**src/fanout_response_tracker_defines.svh**
```systemverilog
// assertion macros for the fan-out response tracker
`ifndef FANOUT_RESPONSE_TRACKER_DEFINES_SVH
`define FANOUT_RESPONSE_TRACKER_DEFINES_SVH

`ifndef SYNTH
`define FRT_ASSERT(lbl, clk, rstn, prop, msg) \
  lbl: assert property (@(posedge clk) disable iff (!rstn) prop) else $error(msg);
`define FRT_ASSERT_NORST(lbl, clk, prop, msg) \
  lbl: assert property (@(posedge clk) prop) else $error(msg);
`else
`define FRT_ASSERT(lbl, clk, rstn, prop, msg)
`define FRT_ASSERT_NORST(lbl, clk, prop, msg)
`endif

`endif

```
**src/frt_pkg.sv**
```systemverilog
// shared types for the fan-out response tracker
package frt_pkg;

  localparam int unsigned SessionW = 64;
  localparam int unsigned CountW   = 4;

  typedef enum logic [1:0] {
    ST_OK,
    ST_FULL,
    ST_NO_MATCH
  } frt_status_e;

  typedef struct packed {
    logic [CountW-1:0]   pending;
    logic [SessionW-1:0] session;
  } frt_entry_t;

  typedef struct packed {
    frt_status_e       status;
    logic              broadcast;
    logic              forward;
    logic [CountW-1:0] entry_index;
    logic [CountW-1:0] remaining;
  } frt_result_t;

endpackage

```
**src/fanout_response_tracker.sv**
```systemverilog
// request: scans upward from entry zero for the lowest free entry; full if none is free
// response: scans the entries for the session, reading then comparing each valid one;
// free entries are skipped, and no match is reported if no valid entry holds the session
// one beat in flight at a time; the next beat is taken only once the result has reached
// the output register
// reset clears the valid bits and sets fanout_count to 1; the session store is not cleared
module fanout_response_tracker import frt_pkg::*; #(
  parameter int unsigned TABLE_ENTRIES = 16
) (
  input  logic        clk_i,
  input  logic        rst_ni,
  input  logic        cfg_we_i,
  input  logic [3:0]  cfg_wdata_i,
  input  logic        s_axis_tvalid,
  output logic        s_axis_tready,
  input  logic [63:0] s_axis_tdata,  // session
  input  logic [1:0]  s_axis_tuser,  // mode, crash_teardown
  output logic        m_axis_tvalid,
  input  logic        m_axis_tready,
  output logic [15:0] m_axis_tdata,  // broadcast_to_nodes, forward_to_front, entry_index,
                                     // remaining, zero fill
  output logic [1:0]  m_axis_tuser   // status
);

  localparam int unsigned IDX_W = (TABLE_ENTRIES > 1) ? $clog2(TABLE_ENTRIES) : 1;

  logic [CountW-1:0] fanout_q;
  frt_result_t       res;
  logic              ram_we;
  logic [IDX_W-1:0]  ram_waddr;
  logic [IDX_W-1:0]  ram_raddr;
  frt_entry_t        ram_wdata;
  frt_entry_t        ram_rdata;

  always_ff @(posedge clk_i or negedge rst_ni) begin
    if (!rst_ni) begin
      fanout_q <= CountW'(1);
    end else if (cfg_we_i) begin
      fanout_q <= cfg_wdata_i;
    end
  end

  frt_ctrl #(
    .TABLE_ENTRIES(TABLE_ENTRIES)
  ) u_ctrl (
    .clk_i       (clk_i),
    .rst_ni      (rst_ni),
    .fanout_i    (fanout_q),
    .in_valid_i  (s_axis_tvalid),
    .in_ready_o  (s_axis_tready),
    .in_mode_i   (s_axis_tuser[0]),
    .in_crash_i  (s_axis_tuser[1]),
    .in_session_i(s_axis_tdata),
    .out_valid_o (m_axis_tvalid),
    .out_ready_i (m_axis_tready),
    .out_res_o   (res),
    .ram_we_o    (ram_we),
    .ram_waddr_o (ram_waddr),
    .ram_wdata_o (ram_wdata),
    .ram_raddr_o (ram_raddr),
    .ram_rdata_i (ram_rdata)
  );

  frt_ram #(
    .WIDTH($bits(frt_entry_t)),
    .DEPTH(TABLE_ENTRIES)
  ) u_table (
    .clk_i  (clk_i),
    .we_i   (ram_we),
    .waddr_i(ram_waddr),
    .wdata_i(ram_wdata),
    .raddr_i(ram_raddr),
    .rdata_o(ram_rdata)
  );

  assign m_axis_tdata = {6'b0, res.remaining, res.entry_index, res.forward, res.broadcast};
  assign m_axis_tuser = res.status;

endmodule

```
**src/frt_ram.sv**
```systemverilog
// generic single-write single-read ram with registered read
module frt_ram #(
  parameter int unsigned WIDTH = 8,
  parameter int unsigned DEPTH = 16,
  localparam int unsigned AW = (DEPTH > 1) ? $clog2(DEPTH) : 1
) (
  input  logic             clk_i,
  input  logic             we_i,
  input  logic [AW-1:0]    waddr_i,
  input  logic [WIDTH-1:0] wdata_i,
  input  logic [AW-1:0]    raddr_i,
  output logic [WIDTH-1:0] rdata_o
);

  logic [WIDTH-1:0] mem_q [DEPTH];
  logic [WIDTH-1:0] rdata_q;

  always_ff @(posedge clk_i) begin
    if (we_i) begin
      mem_q[waddr_i] <= wdata_i;
    end
    rdata_q <= mem_q[raddr_i];
  end

  assign rdata_o = rdata_q;

endmodule

```
**src/frt_ctrl.sv**
```systemverilog
// scan sequencer, valid bits and result register of the tracker
`include "fanout_response_tracker_defines.svh"

module frt_ctrl import frt_pkg::*; #(
  parameter int unsigned TABLE_ENTRIES = 16,
  localparam int unsigned IDX_W = (TABLE_ENTRIES > 1) ? $clog2(TABLE_ENTRIES) : 1,
  localparam int unsigned CNT_W = IDX_W + 1
) (
  input  logic              clk_i,
  input  logic              rst_ni,
  input  logic [CountW-1:0] fanout_i,
  input  logic              in_valid_i,
  output logic              in_ready_o,
  input  logic              in_mode_i,
  input  logic              in_crash_i,
  input  logic [SessionW-1:0] in_session_i,
  output logic              out_valid_o,
  input  logic              out_ready_i,
  output frt_result_t       out_res_o,
  output logic              ram_we_o,
  output logic [IDX_W-1:0]  ram_waddr_o,
  output frt_entry_t        ram_wdata_o,
  output logic [IDX_W-1:0]  ram_raddr_o,
  input  frt_entry_t        ram_rdata_i
);

  typedef enum logic [2:0] {
    S_IDLE,
    S_REQ,
    S_RSP_RD,
    S_RSP_CMP,
    S_EMIT
  } state_e;

  state_e                     state_q;
  logic [CNT_W-1:0]           scan_q;
  logic                       mode_q;
  logic                       crash_q;
  logic [SessionW-1:0]        sid_q;
  logic [TABLE_ENTRIES-1:0]   valid_q;
  frt_result_t                res_q;
  frt_result_t                out_q;
  logic                       out_valid_q;

  logic [IDX_W-1:0]           idx;
  logic [IDX_W+CountW-1:0]    idx_ext;
  logic [CountW-1:0]          idx4;
  logic                       scan_end;
  logic                       hit;
  logic                       last;
  logic [CountW-1:0]          pend_dec;
  logic                       out_free;

  function automatic frt_result_t make_res(frt_status_e st, logic bc, logic fw,
                                           logic [CountW-1:0] ei,
                                           logic [CountW-1:0] rem);
    frt_result_t r;
    r.status      = st;
    r.broadcast   = bc;
    r.forward     = fw;
    r.entry_index = ei;
    r.remaining   = rem;
    return r;
  endfunction

  assign idx      = scan_q[IDX_W-1:0];
  assign idx_ext  = {{CountW{1'b0}}, idx};
  assign idx4     = idx_ext[CountW-1:0];
  assign scan_end = (scan_q == CNT_W'(TABLE_ENTRIES));
  assign hit      = (ram_rdata_i.session == sid_q);
  assign last     = (ram_rdata_i.pending <= CountW'(1));
  assign pend_dec = ram_rdata_i.pending - CountW'(1);
  assign out_free = !out_valid_q || out_ready_i;

  always_comb begin
    ram_we_o    = 1'b0;
    ram_waddr_o = idx;
    ram_raddr_o = idx;
    ram_wdata_o.pending = pend_dec;
    ram_wdata_o.session = ram_rdata_i.session;
    if (state_q == S_REQ) begin
      ram_we_o = !scan_end && !valid_q[idx] && !crash_q;
      ram_wdata_o.pending = fanout_i;
      ram_wdata_o.session = sid_q;
    end else if (state_q == S_RSP_CMP) begin
      ram_we_o = hit && !last;
    end
  end

  always_ff @(posedge clk_i or negedge rst_ni) begin
    if (!rst_ni) begin
      state_q     <= S_IDLE;
      scan_q      <= '0;
      mode_q      <= 1'b0;
      crash_q     <= 1'b0;
      sid_q       <= '0;
      valid_q     <= '0;
      res_q       <= '0;
      out_q       <= '0;
      out_valid_q <= 1'b0;
    end else begin
      if ((state_q == S_EMIT) && out_free) begin
        out_valid_q <= 1'b1;
      end else if (out_ready_i) begin
        out_valid_q <= 1'b0;
      end
      unique case (state_q)
        S_IDLE: begin
          if (in_valid_i) begin
            mode_q  <= in_mode_i;
            crash_q <= in_crash_i;
            sid_q   <= in_session_i;
            scan_q  <= '0;
            state_q <= in_mode_i ? S_RSP_RD : S_REQ;
          end
        end
        S_REQ: begin
          if (scan_end) begin
            res_q   <= make_res(ST_FULL, 1'b0, 1'b0, '0, '0);
            state_q <= S_EMIT;
          end else if (!valid_q[idx]) begin
            if (crash_q) begin
              res_q <= make_res(ST_OK, 1'b1, 1'b0, '0, '0);
            end else begin
              valid_q[idx] <= 1'b1;
              res_q <= make_res(ST_OK, 1'b1, 1'b0, idx4, fanout_i);
            end
            state_q <= S_EMIT;
          end else begin
            scan_q <= scan_q + CNT_W'(1);
          end
        end
        S_RSP_RD: begin
          if (scan_end) begin
            res_q   <= make_res(ST_NO_MATCH, 1'b0, 1'b0, '0, '0);
            state_q <= S_EMIT;
          end else if (valid_q[idx]) begin
            state_q <= S_RSP_CMP;
          end else begin
            scan_q <= scan_q + CNT_W'(1);
          end
        end
        S_RSP_CMP: begin
          if (hit) begin
            if (last) begin
              valid_q[idx] <= 1'b0;
              res_q <= make_res(ST_OK, 1'b0, 1'b1, idx4, '0);
            end else begin
              res_q <= make_res(ST_OK, 1'b0, 1'b0, idx4, pend_dec);
            end
            state_q <= S_EMIT;
          end else begin
            scan_q  <= scan_q + CNT_W'(1);
            state_q <= S_RSP_RD;
          end
        end
        S_EMIT: begin
          if (out_free) begin
            out_q   <= res_q;
            state_q <= S_IDLE;
          end
        end
        default: state_q <= S_IDLE;
      endcase
    end
  end

  assign in_ready_o  = rst_ni && (state_q == S_IDLE);
  assign out_valid_o = out_valid_q;
  assign out_res_o   = out_q;

  `FRT_ASSERT(a_err_fields_zero, clk_i, rst_ni,
    out_valid_q && (out_q.status != ST_OK) |-> (out_q.entry_index == '0) &&
    (out_q.remaining == '0) && !out_q.broadcast && !out_q.forward,
    "error beat carries non-zero fields")
  `FRT_ASSERT(a_ram_we_in_scan, clk_i, rst_ni,
    ram_we_o |-> (state_q == S_REQ) || (state_q == S_RSP_CMP),
    "table write outside a scan step")
  `FRT_ASSERT(a_cmp_on_valid, clk_i, rst_ni,
    (state_q == S_RSP_CMP) |-> valid_q[idx] && mode_q, "compare on a free entry")
  `FRT_ASSERT(a_scan_start, clk_i, rst_ni,
    in_valid_i && in_ready_o |=> (scan_q == '0), "scan does not restart at entry zero")
  `FRT_ASSERT_NORST(a_scan_bound, clk_i,
    scan_q <= CNT_W'(TABLE_ENTRIES), "scan index past the table")

endmodule
```
**config.mk**
```make
export PLATFORM = sky130hd
export DESIGN_NAME = fanout_response_tracker
export DESIGN_NICKNAME = d
export VERILOG_FILES = /design/src/frt_pkg.sv /design/src/fanout_response_tracker.sv /design/src/frt_ram.sv /design/src/frt_ctrl.sv
export VERILOG_INCLUDE_DIRS = /design/src /design/src/src
export SDC_FILE = /design/constraint.sdc
export NUM_CORES = 1
export LEC_CHECK = 0
export BUFFER_PORTS_ARGS = -buffer_cell sky130_fd_sc_hd__buf_2
export CORE_ASPECT_RATIO = 0.8
export CORE_MARGIN = 2
export CORE_UTILIZATION = 55
export DETAILED_ROUTE_END_ITERATION = 16
export GPL_ROUTABILITY_DRIVEN = 0
export PLACE_DENSITY_LB_ADDON = 0.2
export SYNTH_ARGS = -nofsm -noshare
export SYNTH_HDL_FRONTEND = slang
export SYNTH_SLANG_ARGS = --single-unit
export TNS_END_PERCENT = 10
```
**constraint.sdc**
```tcl
create_clock -name clk_i -period 12.24 [get_ports clk_i]
set_clock_uncertainty 0.2 [all_clocks]
set_input_delay 3.06 -clock clk_i [delete_from_list [all_inputs] [get_ports clk_i]]
set_output_delay 3.06 -clock clk_i [all_outputs]
set_load 0.005 [all_outputs]
```
==> impl_metrics.py <==
metrics = {
    "cts": {
        "clk_pin_slew_worst_paths_ps": 60,
        "cts.path.max_buffers": 3,
        "cts-buffers-inserted": 117,
        "cts_tree": "done",
        "insertion_delay_ps": 690,
        "post_cts.repair.setup_buffers": 0,
        "cts_resized": 0,
        "ctsHoldBuffers": 0,
        "root_buffer": "clkbuf_16",
        "clock-sinks": 1274,
        "htreeDepth": 3,
    },
    "pwr": {
        "leakagePower_nw": 18.0,
        "p_per_area_nw_per_um2": 241,
        "ir_worst_vdd_mv": 0.178,
    },
    "floorplan": {
        "dieArea_um2": 91200,
        "die_w_um": 337,
        "num_rows": 97,
        "die_y_um": 271,
        "ios": 95,
        "core_area_um2": 87700,
        "initial_utilization_pct": 55.7,
    },
    "worst_setup_path": {
        "required_ps": 8980,
        "path_max_fanout": 72,
        "cp.arrival_ps": 4150,
        "critPathCaptureType": "primary output",
        "max_stage_delay_ps": 550,
        "crit_path_top_delay_cell": "buf_6",
        "cp-start-kind": "input port",
        "critPathKind": "input port to primary output",
        "path_cells": "buf_6, nor4b_1, buf_2",
        "reg2reg_depth": 8,
    },
    "synth": {
        "avgSynthCellArea_um2": 21.2,
        "syn_inst": 2300,
        "syn_area_um2": 48900,
        "yosysSeqAreaShare_pct": 75.7,
        "synth_seq_cells": 1274,
        "yosys_warnings": 0,
        "post_synth_num_cell_types": 48,
    },
    "finish": {
        "area_growth_syn_to_layout_pct": 12.2,
        "fill_cells": 5890,
        "design_area_um2": 54800,
        "drive_above_1_share_pct": 31.1,
        "finalNetCount": 2523,
    },
    "hold_path": {
        "whs_path_depth": 1,
        "hold_class": "register to register",
    },
    "sta": {
        "worst_pin_slew_ps": 1370,
        "finalSetupTns_ps": 0,
        "setup_ws_ps": 4830,
        "hold_viol": 0,
        "max_freq_ghz": 0.135,
        "relSlewSlack_pct": 8.76,
        "setup_viol": 0,
        "rsz0062_at_grt": "no",
        "period_minus_slack_ps": 7410,
        "report.final.slew_viol_count": 0,
        "fin_crit_sh_pct": 60.5,
        "timing.hold.ws_ps": 286,
    },
    "global_route": {
        "grt_pass1_wl_um": 161000,
        "grt_overflow": 0,
        "antenna_found_initial": 4,
        "grt_max_degree": 108,
        "grt_pass1_vias": 23800,
        "grtUsageTotal_pct": 24.5,
    },
    "placement": {
        "placed_cell_area_um2": 50800,
        "numPortBuffers": 88,
        "place_ws_ps": 4800,
        "hpwl_um": 56400,
    },
    "routing": {
        "drc": 0,
        "ant_nets": 0,
        "vias": 23000,
        "wl_per_cell_um": 29.1,
        "first_pass_iters": 5,
        "wl_um": 109000,
        "drtIter0Drc": 2586,
        "via_per_inst": 6.15,
    },
    "outcome": {
        "outcome": "finished, final reports clean",
    },
    "run": {
        "maxCapViolCount": 0,
    },
}
## sequential cells by signal (all words and copies together) (netlist names), named ones only
signal              count
u_ctrl.out_res_o       12
u_ctrl.res_q           12
u_ctrl.crash_q          1
u_ctrl.scan_q           5
fanout_q                4
u_table.mem_q        1088
u_ctrl.state_q          3
u_table.rdata_o        68
u_ctrl.out_valid_o      1
u_ctrl.sid_q           64
## area by class of cell
type | instances | area, um2 | share of cell area (%)
flip-flops and latches | 1274 | 37000 | 67.5
multi-input cells | 904 | 11500 | 20.9
clock inverters | 51 | 638 | 1.16
repair buffers | 136 | 820 | 1.49
clock buffers | 171 | 3370 | 6.15
diodes | 3 | 7.51 | 0.0137
inverters | 9 | 33.8 | 0.0616
well taps | 1188 | 1490 | 2.71
## synth_stat cells, drive strengths merged
library cell / count / area, um2
edfxtp: 1088 / 32700
nor2: 44 / 195
o21a: 1 / 7.51
a221oi: 1 / 26.3
nand3b: 1 / 7.51
xor2: 64 / 561
nor3b: 1 / 7.51
nand3: 21 / 105
nor3: 9 / 45.0
o21ai: 15 / 75.1
ha: 6 / 75.1
and2: 4 / 25.0
a21oi: 7 / 35.0
inv: 9 / 33.8
mux4: 344 / 7750
or2: 2 / 12.5
o32a: 1 / 10.0
mux2i: 9 / 90.1
nor2b: 4 / 25.0
mux2: 100 / 1130
o21bai: 1 / 7.51
o2bb2ai: 3 / 26.3
clkbuf: 71 / 267
a31oi: 1 / 21.3
and3: 3 / 18.8
nand2: 220 / 828
conb: 1 / 3.75
dfxtp: 68 / 1360
a21o: 1 / 7.51
xnor2: 3 / 26.3
dfrtp: 117 / 2930
nand2b: 8 / 50.1
a22oi: 1 / 7.51
nor4b: 1 / 8.76
buf: 47 / 229
nor4: 17 / 121
dfstp: 1 / 26.3
nand4: 4 / 25.0
o31ai: 1 / 7.51
## layer usage
metal | vias to the layer above | GRT usage, % | part of all wire (%)
met5 | - | 0 | 0.017
met4 | 2 | 6.52 | 2.2
met3 | 154 | 4.84 | 6.9
met2 | 875 | 39.0 | 49
met1 | 12300 | 35.2 | 42
li1 | 9597 | - | -
## stage by stage
stage | power (mW) | instances | util (%)
3_3_place_gp | 9.43 | 3511 | 57.9
6_report | 13.2 | 3736 | 62.5
3_5_place_dp | 9.58 | 3511 | 57.9
5_1_grt | 13.8 | 3733 | 62.5
4_1_cts | 13.3 | 3733 | 62.5
2_1_floorplan | 8.51 | 2305 | -
## cell families after synthesis
group | synth area share (%)
other | 0.00768
AO/OA/AOI/OAI | 0.474
AND/OR/NAND/NOR | 3.02
multiplexers | 18.3
adder cells (fa/ha/maj) | 0.154
XOR/XNOR | 1.20
buffers and inverters | 1.08
flip-flops | 75.7
## worst max-delay path, delay by kind of cell
| kind | cells | cell delay (ps) |
|---|---|---|
| buffers and inverters | 2 | 720 |
| AND/OR/NAND/NOR | 1 | 300 |
## path summary, 6_finish.rpt
path,startpoint,to,slack [ps]
max,rst_ni,s_axis_tready,4830
min,register,register,290
max reg2reg,u_ctrl.sid_q[11],u_table.mem_q[10][41],6550
min reg2reg,register,register,290
max in group asynchronous,rst_ni,u_ctrl.scan_q[3],8140
min in group asynchronous,rst_ni,u_ctrl.sid_q[12],2230
## placed cells by master (no fill, tap or decap), types with 4 or more instances in the layout
master and instances:
edfxtp_1 1088, mux4_2 344, nand2_1 218, clkbuf_16 119, dfrtp_1 113, mux2_2 90
buf_2 87, dfxtp_1 68, xor2_1 64, buf_4 47, clkbuf_1 32, nor2_1 23
nand3_1 21, clkbuf_8 20, clkinv_2 18, nor4_1 16, o21ai_0 15, bufinv_16 14
nor2_4 12, mux2_1 10, inv_1 9, mux2i_1 9, nor2_2 9, clkinv_1 9
nand2b_1 8, a21oi_1 7, ha_1 6, conb_1 6, nor3_2 5, nand4_1 4
nor2b_1 4, nor3_1 4, clkinvlp_4 4, dfrtp_4 4
## power breakdown
group	switching [mW]	total, mW	leakage, nW	internal (mW)
sequential	0.341	6.20	11.8	5.86
clock	1.55	3.76	1.96	2.21
combinational	1.94	3.27	4.25	1.33
total	3.84	13.2	18.0	9.40
(Power assumes the default switching activity.)
